## src/hw/rtl/adsr_pkg.sv

```systemverilog
`timescale 1ns / 1ps

package adsr_pkg;

   localparam int LEVEL_BITS_DEFAULT = 16;
   localparam int TIME_BITS_DEFAULT  = 32;

   localparam int SEG_BITS       = 3;
   localparam int CSR_INDEX_BITS = 3;

   localparam logic [SEG_BITS-1:0] SEG_ATTACK   = 3'd0;
   localparam logic [SEG_BITS-1:0] SEG_DECAY    = 3'd1;
   localparam logic [SEG_BITS-1:0] SEG_SUSTAIN  = 3'd2;
   localparam logic [SEG_BITS-1:0] SEG_RELEASE  = 3'd3;
   localparam logic [SEG_BITS-1:0] SEG_FINISHED = 3'd4;

   localparam logic [CSR_INDEX_BITS-1:0] REG_ATTACK_TICKS  = 3'd0;
   localparam logic [CSR_INDEX_BITS-1:0] REG_DECAY_TICKS   = 3'd1;
   localparam logic [CSR_INDEX_BITS-1:0] REG_SUSTAIN_TICKS = 3'd2;
   localparam logic [CSR_INDEX_BITS-1:0] REG_RELEASE_TICKS = 3'd3;
   localparam logic [CSR_INDEX_BITS-1:0] REG_PEAK_LEVEL    = 3'd4;
   localparam logic [CSR_INDEX_BITS-1:0] REG_SUSTAIN_LEVEL = 3'd5;

   localparam int ATTACK_TICKS_RESET  = 1000;
   localparam int DECAY_TICKS_RESET   = 1000;
   localparam int SUSTAIN_TICKS_RESET = 7000;
   localparam int RELEASE_TICKS_RESET = 1000;

   // sustain level reset = round(0.7 * full scale)
   localparam longint SUSTAIN_NUM = 7;
   localparam longint SUSTAIN_DEN = 10;

endpackage

```

## src/hw/rtl/adsr_envelope_amplitude.sv

```systemverilog
// Linear ADSR envelope: each beat on req_ carries a time index in ticks, and the
// matching rsp_ beat returns the amplitude in unsigned Q1.(LEVEL_BITS-1) plus the
// segment code (attack, decay, sustain, release, finished). Results come back in
// order, one per index. The pipeline takes one index every cycle when not
// stalled. Four stages locate the segment and pick the ramp operands, one
// multiplies level by elapsed ticks, and LEVEL_BITS restoring-division stages
// each resolve one quotient bit before the output register. Back-pressure on
// rsp_ready fills bubbles first, then stalls the pipe stage by stage. Registers
// are written through csr_ and read live by stages 1 to 3, so a write also
// reaches indices in those stages; level registers clamp to full scale.
`timescale 1ns / 1ps

module adsr_envelope_amplitude #(
   parameter int LEVEL_BITS = adsr_pkg::LEVEL_BITS_DEFAULT,
   parameter int TIME_BITS  = adsr_pkg::TIME_BITS_DEFAULT
) (
   input  logic                                  clock,
   input  logic                                  reset,
   input  logic                                  req_valid,
   output logic                                  req_ready,
   input  logic [TIME_BITS-1:0]                  req_time_index,
   output logic                                  rsp_valid,
   input  logic                                  rsp_ready,
   output logic [LEVEL_BITS-1:0]                 rsp_amplitude,
   output logic [adsr_pkg::SEG_BITS-1:0]         rsp_segment,
   input  logic                                  csr_we,
   input  logic [adsr_pkg::CSR_INDEX_BITS-1:0]   csr_index,
   input  logic [(TIME_BITS > LEVEL_BITS ? TIME_BITS : LEVEL_BITS)-1:0] csr_wdata
);

   localparam int PW   = LEVEL_BITS + TIME_BITS;
   localparam int NSTG = LEVEL_BITS + 6;
   localparam int DIV0 = 5;
   localparam logic [LEVEL_BITS-1:0] FULL_SCALE = {1'b1, {(LEVEL_BITS-1){1'b0}}};
   localparam longint FS_INT = longint'(1) << (LEVEL_BITS - 1);
   localparam logic [LEVEL_BITS-1:0] SUS_LEVEL_RESET =
      LEVEL_BITS'((FS_INT * adsr_pkg::SUSTAIN_NUM + adsr_pkg::SUSTAIN_DEN / 2)
                  / adsr_pkg::SUSTAIN_DEN);

   typedef struct packed {
      logic [PW-1:0]                 rem;
      logic [LEVEL_BITS-1:0]         q;
      logic [TIME_BITS-1:0]          dvs;
      logic [LEVEL_BITS-1:0]         base;
      logic                          sub;
      logic [adsr_pkg::SEG_BITS-1:0] seg;
   } dstage_type;

   // ---------------- registers ----------------
   logic [TIME_BITS-1:0]  attack_ff, decay_ff, sustain_ff, release_ff;
   logic [LEVEL_BITS-1:0] peak_ff, sus_lvl_ff;
   logic [LEVEL_BITS-1:0] level_wr_in;

   assign level_wr_in = (csr_wdata[LEVEL_BITS-1:0] > FULL_SCALE) ?
                        FULL_SCALE : csr_wdata[LEVEL_BITS-1:0];

   always_ff @(posedge clock) begin
      if (reset) begin
         attack_ff  <= TIME_BITS'(adsr_pkg::ATTACK_TICKS_RESET);
         decay_ff   <= TIME_BITS'(adsr_pkg::DECAY_TICKS_RESET);
         sustain_ff <= TIME_BITS'(adsr_pkg::SUSTAIN_TICKS_RESET);
         release_ff <= TIME_BITS'(adsr_pkg::RELEASE_TICKS_RESET);
         peak_ff    <= FULL_SCALE;
         sus_lvl_ff <= SUS_LEVEL_RESET;
      end else if (csr_we) begin
         case (csr_index)
            adsr_pkg::REG_ATTACK_TICKS:  attack_ff  <= csr_wdata[TIME_BITS-1:0];
            adsr_pkg::REG_DECAY_TICKS:   decay_ff   <= csr_wdata[TIME_BITS-1:0];
            adsr_pkg::REG_SUSTAIN_TICKS: sustain_ff <= csr_wdata[TIME_BITS-1:0];
            adsr_pkg::REG_RELEASE_TICKS: release_ff <= csr_wdata[TIME_BITS-1:0];
            adsr_pkg::REG_PEAK_LEVEL:    peak_ff    <= level_wr_in;
            adsr_pkg::REG_SUSTAIN_LEVEL: sus_lvl_ff <= level_wr_in;
            default: ;
         endcase
      end
   end

   // ---------------- flow control ----------------
   logic [NSTG-1:0] v_ff;
   logic [NSTG-1:0] adv;

   assign adv[NSTG-1] = !v_ff[NSTG-1] || rsp_ready;
   for (genvar i = 0; i < NSTG - 1; i++) begin : g_adv
      assign adv[i] = !v_ff[i] || adv[i+1];
   end

   always_ff @(posedge clock) begin
      if (reset) begin
         v_ff <= '0;
      end else begin
         if (adv[0]) begin
            v_ff[0] <= req_valid;
         end
         for (int i = 1; i < NSTG; i++) begin
            if (adv[i]) begin
               v_ff[i] <= v_ff[i-1];
            end
         end
      end
   end

   assign req_ready = adv[0];

   // ---------------- stage 0: capture ----------------
   logic [TIME_BITS-1:0] t0_ff;

   always_ff @(posedge clock) begin
      if (adv[0]) begin
         t0_ff <= req_time_index;
      end
   end

   // ---------------- stage 1: end of decay ----------------
   logic [TIME_BITS-1:0] t1_ff;
   logic [TIME_BITS:0]   endd1_ff;

   always_ff @(posedge clock) begin
      if (adv[1]) begin
         t1_ff    <= t0_ff;
         endd1_ff <= {1'b0, attack_ff} + {1'b0, decay_ff};
      end
   end

   // ---------------- stage 2: end of sustain, early compares ----------------
   logic [TIME_BITS-1:0] t2_ff;
   logic [TIME_BITS+1:0] ends2_ff;
   logic                 lt_a2_ff, lt_d2_ff;
   logic [TIME_BITS-1:0] reld2_ff;

   always_ff @(posedge clock) begin
      if (adv[2]) begin
         t2_ff    <= t1_ff;
         ends2_ff <= {1'b0, endd1_ff} + {2'b00, sustain_ff};
         lt_a2_ff <= t1_ff < attack_ff;
         lt_d2_ff <= {1'b0, t1_ff} < endd1_ff;
         reld2_ff <= t1_ff - attack_ff;
      end
   end

   // ---------------- stage 3: segment and ramp operands ----------------
   logic                          lt_s_in, fin_in;
   logic [TIME_BITS-1:0]          relr_in;
   logic [LEVEL_BITS-1:0]         mula_in, base_in;
   logic [TIME_BITS-1:0]          mulb_in, dvs_in;
   logic                          sub_in;
   logic [adsr_pkg::SEG_BITS-1:0] seg_in;

   always_comb begin
      lt_s_in = {2'b00, t2_ff} < ends2_ff;
      relr_in = t2_ff - ends2_ff[TIME_BITS-1:0];
      fin_in  = !(relr_in < release_ff);
      mula_in = '0;
      mulb_in = '0;
      dvs_in  = TIME_BITS'(1);
      base_in = '0;
      sub_in  = 1'b0;
      seg_in  = adsr_pkg::SEG_FINISHED;
      if (lt_a2_ff) begin
         mula_in = peak_ff;
         mulb_in = t2_ff;
         dvs_in  = attack_ff;
         seg_in  = adsr_pkg::SEG_ATTACK;
      end else if (lt_d2_ff) begin
         sub_in  = peak_ff >= sus_lvl_ff;
         mula_in = sub_in ? (peak_ff - sus_lvl_ff) : (sus_lvl_ff - peak_ff);
         mulb_in = reld2_ff;
         dvs_in  = decay_ff;
         base_in = peak_ff;
         seg_in  = adsr_pkg::SEG_DECAY;
      end else if (lt_s_in) begin
         base_in = sus_lvl_ff;
         seg_in  = adsr_pkg::SEG_SUSTAIN;
      end else if (!fin_in) begin
         mula_in = sus_lvl_ff;
         mulb_in = relr_in;
         dvs_in  = release_ff;
         base_in = sus_lvl_ff;
         sub_in  = 1'b1;
         seg_in  = adsr_pkg::SEG_RELEASE;
      end
   end

   logic [LEVEL_BITS-1:0]         mula3_ff, base3_ff;
   logic [TIME_BITS-1:0]          mulb3_ff, dvs3_ff;
   logic                          sub3_ff;
   logic [adsr_pkg::SEG_BITS-1:0] seg3_ff;

   always_ff @(posedge clock) begin
      if (adv[3]) begin
         mula3_ff <= mula_in;
         mulb3_ff <= mulb_in;
         dvs3_ff  <= dvs_in;
         base3_ff <= base_in;
         sub3_ff  <= sub_in;
         seg3_ff  <= seg_in;
      end
   end

   // ---------------- stage 4: multiply; stages 5..: divide ----------------
   dstage_type dst_in [0:LEVEL_BITS];
   dstage_type dst_ff [0:LEVEL_BITS];

   always_comb begin
      dst_in[0].rem  = PW'(mula3_ff) * PW'(mulb3_ff);
      dst_in[0].q    = '0;
      dst_in[0].dvs  = dvs3_ff;
      dst_in[0].base = base3_ff;
      dst_in[0].sub  = sub3_ff;
      dst_in[0].seg  = seg3_ff;
   end

   always_ff @(posedge clock) begin
      if (adv[DIV0-1]) begin
         dst_ff[0] <= dst_in[0];
      end
   end

   for (genvar j = 0; j < LEVEL_BITS; j++) begin : g_div
      localparam int K = LEVEL_BITS - 1 - j;
      logic [PW-1:0] dsh;
      logic          ge;

      always_comb begin
         dsh         = PW'(dst_ff[j].dvs) << K;
         ge          = dst_ff[j].rem >= dsh;
         dst_in[j+1] = dst_ff[j];
         if (ge) begin
            dst_in[j+1].rem  = dst_ff[j].rem - dsh;
            dst_in[j+1].q[K] = 1'b1;
         end
      end

      always_ff @(posedge clock) begin
         if (adv[DIV0+j]) begin
            dst_ff[j+1] <= dst_in[j+1];
         end
      end
   end

   // ---------------- output stage ----------------
   logic [LEVEL_BITS-1:0]         amp_in, amp_ff;
   logic [adsr_pkg::SEG_BITS-1:0] seg_ff;

   assign amp_in = dst_ff[LEVEL_BITS].sub ?
                   dst_ff[LEVEL_BITS].base - dst_ff[LEVEL_BITS].q :
                   dst_ff[LEVEL_BITS].base + dst_ff[LEVEL_BITS].q;

   always_ff @(posedge clock) begin
      if (adv[NSTG-1]) begin
         amp_ff <= amp_in;
         seg_ff <= dst_ff[LEVEL_BITS].seg;
      end
   end

   assign rsp_valid     = v_ff[NSTG-1];
   assign rsp_amplitude = amp_ff;
   assign rsp_segment   = seg_ff;

endmodule

```

## config.mk

```make
export PLATFORM = sky130hd
export DESIGN_NAME = adsr_envelope_amplitude
export DESIGN_NICKNAME = d
export VERILOG_FILES = /design/src/hw/rtl/adsr_pkg.sv /design/src/hw/rtl/adsr_envelope_amplitude.sv
export SDC_FILE = /design/constraint.sdc
export NUM_CORES = 2
export LEC_CHECK = 0
export BUFFER_PORTS_ARGS = -buffer_cell sky130_fd_sc_hd__buf_2
export CORE_MARGIN = 5
export CORE_UTILIZATION = 25
export CTS_CLUSTER_SIZE = 40
export DETAILED_ROUTE_END_ITERATION = 7
export GPL_ROUTABILITY_DRIVEN = 0
export GPL_TIMING_DRIVEN = 0
export MAX_ROUTING_LAYER = met4
export PLACE_DENSITY_LB_ADDON = 0.1
export SETUP_SLACK_MARGIN = 0.05
export SYNTH_ARGS = -nofsm -noshare
export SYNTH_HDL_FRONTEND = slang
export SYNTH_SLANG_ARGS = --single-unit
```

## constraint.sdc

```tcl
create_clock -name clock -period 9.9 [get_ports clock]
set_input_delay 1.485 -clock clock [delete_from_list [all_inputs] [get_ports clock]]
set_output_delay 1.485 -clock clock [all_outputs]
set_load 0.005 [all_outputs]
```

==> impl_metrics.toml <==
[outcome]
outcome = "completed"

[critical_path]
cp.arrival_ns = 9.35
cp-startpoint = "mula3_ff[12]$_DFFE_PP_"
end_kind = "flip-flop"
r2r_setup_slack_ns = 1.24
rr_endpoint = "dst_ff[0][109]$_DFFE_PP_"
path_class = "flip-flop to flip-flop"
worstPathMaxFanout = 10
cp-start-kind = "flip-flop"
crit_end = "dst_ff[0][109]$_DFFE_PP_"
worstReg2RegStart = "mula3_ff[12]$_DFFE_PP_"
r2r_cells = 22
cp.required_ns = 10.59

[logic_synthesis]
synth_cells = 12108
yosysSeqAreaShare_pct = 49.94
synthArstFlopShare_pct = 0
ys_warn_count = 0
syn_nets = 13489
synth_ff_type = "edfxtp_1"
synth_cell_type_count = 101
synth-seq-cells = 2254
syn_area_um2 = 131900
synth_edf_count = 2072
synth.avg_cell_area_um2 = 10.89

[sta]
holdWs_ns = 0.3442
period_needed_ns = 8.658
rsz0062_at_grt = "no"
finClkSkew_ns = 0.09237
fin_crit_sh_pct = 87.45
slew_violations = 0
report.final.hold_viol_count = 0
setup_viol = 0
fmax_mhz = 115.5
worst_slack_ns = 1.242
tightest_slew_ns = 1.346
relSlewSlack_pct = 10.25

[clock_network]
path_clk_slew_ns = 0.06
cts_buffers = 282
clockBufferDepth = 4
clk_latency_ns = 0.96
cts_tree = "built"
cts_hold_buf = 0
cts_resized = 0
clock-sinks = 2254
h-tree-depth = 5
cts_setup_buffers = 0
root_buffer = "clkbuf_16"

[worst_hold_path]
hold_class = "flip-flop to flip-flop"

[placement]
dpl.cell_count = 19201
place_hpwl_um = 339300
port_buffers = 91
dpl_worst_slack_ns = 1.303

[grt]
use_met1_pct = 19.93
use_met3_pct = 1.423
grt_pass1_vias = 90966
top_usage_layer = "met2"
grt_max_degree = 95
gr-total-overflow = 0
antenna_found_initial = 30
grt_pass1_wl_um = 619400
grt_use_met2_pct = 27.14
grt_use_total_pct = 15.69

[floorplanning]
ios = 93
core_area_um2 = 525200
initial_core_util_pct = 25.11
rows = 266
fp.dieW_um = 736.3
die_h_um = 736.3
dieArea_um2 = 542200

[power_and_ir_drop]
p_per_area_nw_per_um2 = 350.3
vdd_ir_drop_max_mv = 0.4154
leakagePower_nw = 60.25

[drt]
drt_first_iter_violations = 6047
drc_errors = 0
vias_per_cell = 4.557
avgRoutedWirePerCell_um = 21.44
detailroute.via_count = 89874
ant_nets = 0
postRouteWirelength_um = 422800
firstDrtPassIters = 6

[final_layout]
layout_commonest_cell = "edfxtp_1"
final_cell_count_no_fill = 19723
fill_cells = 54987
nets = 13898
drive_gt1_share_pct = 5.822
layout_common_cells = "edfxtp_1, inv_1, nand2_1"
multi_input_area_um2 = 59500
register_area_um2 = 65860
area_growth_pct = 14.52

[job]
maxCapViolations = 0
## sequential cells by signal, indices dropped and copies added (netlist names), 3 cells and up
register and flops:
dst_ff 1756, ends2_ff 34, endd1_ff 33, attack_ff 32, decay_ff 32, dvs3_ff 32, mulb3_ff 32, reld2_ff 32
release_ff 32, sustain_ff 32, t0_ff 32, t1_ff 32, t2_ff 32, v_ff 22, base3_ff 16, mula3_ff 16
peak_ff 16, rsp_amplitude 16, sus_lvl_ff 16, rsp_segment 3, seg3_ff 3
## cell usage after synthesis (56+ instances only)
master | count | area, um^2
a211oi_1 | 64 | 480.5
a21o_1 | 372 | 2793
o21ai_0 | 619 | 3098
nand2_1 | 1284 | 4820
dfxtp_1 | 182 | 3643
xnor2_1 | 385 | 3372
a21oi_1 | 969 | 4850
edfxtp_1 | 2072 | 62220
and2_1 | 266 | 1664
xor2_1 | 298 | 2610
nand3_1 | 168 | 840.8
ha_1 | 869 | 10870
nor2_1 | 623 | 2338
o31ai_1 | 66 | 495.5
fa_1 | 440 | 8808
a31oi_1 | 92 | 575.6
clkbuf_1 | 298 | 1119
nor4_1 | 96 | 600.6
inv_1 | 1367 | 5131
o21bai_1 | 88 | 660.6
and3_1 | 56 | 350.3
nand4_1 | 124 | 775.7
o21a_1 | 105 | 788.3
nor3_1 | 146 | 730.7
nand2b_1 | 116 | 725.7
nor2b_1 | 122 | 763.2
## stage by stage
| step | power, mW | util (%) | cell area [um^2] | TNS [ns] |
|---|---|---|---|---|
| global placement | 43.67 | 26.86 | 141100 | -3031.31 |
| CTS | 53.94 | 28.75 | 151000 | 0 |
| finish | 52.90 | 28.76 | 151000 | 0 |
| detailed placement | 43.44 | 27.04 | 142000 | 0 |
| global route | 57.52 | 28.75 | 151000 | 0 |
| floorplan | 34.69 | - | 131900 | 0 |
## kinds of logic (layout without fill, tap and decap cells)
logic type                 count (synthesis)  after routing  share of synthesized area (%)
and+or+nand+nor                         3220           3220                          11.59
AOI/OAI and AO/OA                       2819           2819                          13.31
buffers and inverters                   1743           2362                          5.039
xor gates and xnor gates                 683            683                          4.536
other                                      0             28                              0
adders and majority gates               1309           1309                          14.92
muxes                                     80             80                         0.6631
DFF                                     2254           2254                          49.94
## worst max-delay path: stages (launching register included)
cell	delay, ns
edfxtp_1	0.59
clkbuf_1	0.78
nand2_1	0.18
fa_1	0.59
inv_1	0.06
fa_1	0.48
fa_1	0.53
fa_1	0.53
fa_1	0.54
inv_1	0.05
fa_1	0.53
inv_1	0.04
ha_1	0.26
clkbuf_1	0.28
nand4_1	0.18
or4_1	0.54
o21ai_0	0.50
a31oi_1	0.35
o31ai_2	0.56
o21a_1	0.28
a21oi_1	0.13
o21bai_1	0.18
xor2_1	0.25
## worst min path at each step
stage                               from  slack [ns]                        end  depth (start not counted)
6_report       dst_ff[0][1343]$_DFFE_PP_        0.34  dst_ff[0][1459]$_DFFE_PP_                          0
5_1_grt        dst_ff[0][1226]$_DFFE_PP_        0.34  dst_ff[0][1342]$_DFFE_PP_                          0
4_1_cts        dst_ff[0][1226]$_DFFE_PP_        0.34  dst_ff[0][1342]$_DFFE_PP_                          0
3_5_place_dp    dst_ff[0][935]$_DFFE_PP_        0.40  dst_ff[0][1051]$_DFFE_PP_                          0
3_3_place_gp    dst_ff[0][245]$_DFFE_PP_        0.40   dst_ff[0][361]$_DFFE_PP_                          0
2_1_floorplan   seg3_ff[0]$_SDFFCE_PP0P_        0.40     dst_ff[0][0]$_DFFE_PP_                          0
## layout make-up
| type | instances | area share (%) |
|---|---|---|
| plain buffers | 372 | 0.9933 |
| clock buffers | 344 | 4.950 |
| multi-input cells | 8111 | 39.39 |
| repair buffers | 125 | 0.8317 |
| clock inverters | 150 | 0.9808 |
| inverters | 1371 | 3.427 |
| well taps | 6968 | 5.772 |
| flip-flops and latches | 2254 | 43.61 |
| diodes | 28 | 0.04639 |
## power by group
part / total (mW) / internal (mW) / switching (mW)
logic: 26.4 / 10.4 / 15.9
registers: 16.5 / 14.4 / 2.01
clock network: 10.1 / 5.85 / 4.24
total: 52.9 / 30.7 / 22.2
## per-layer routing
metal	wire, um	share of wire [%]
met1	188500	45
met2	212600	50
met3	12400	2.9
met4	9256	2.2
met5	0	0
No activity file was read; power rests on OpenSTA's default activity.
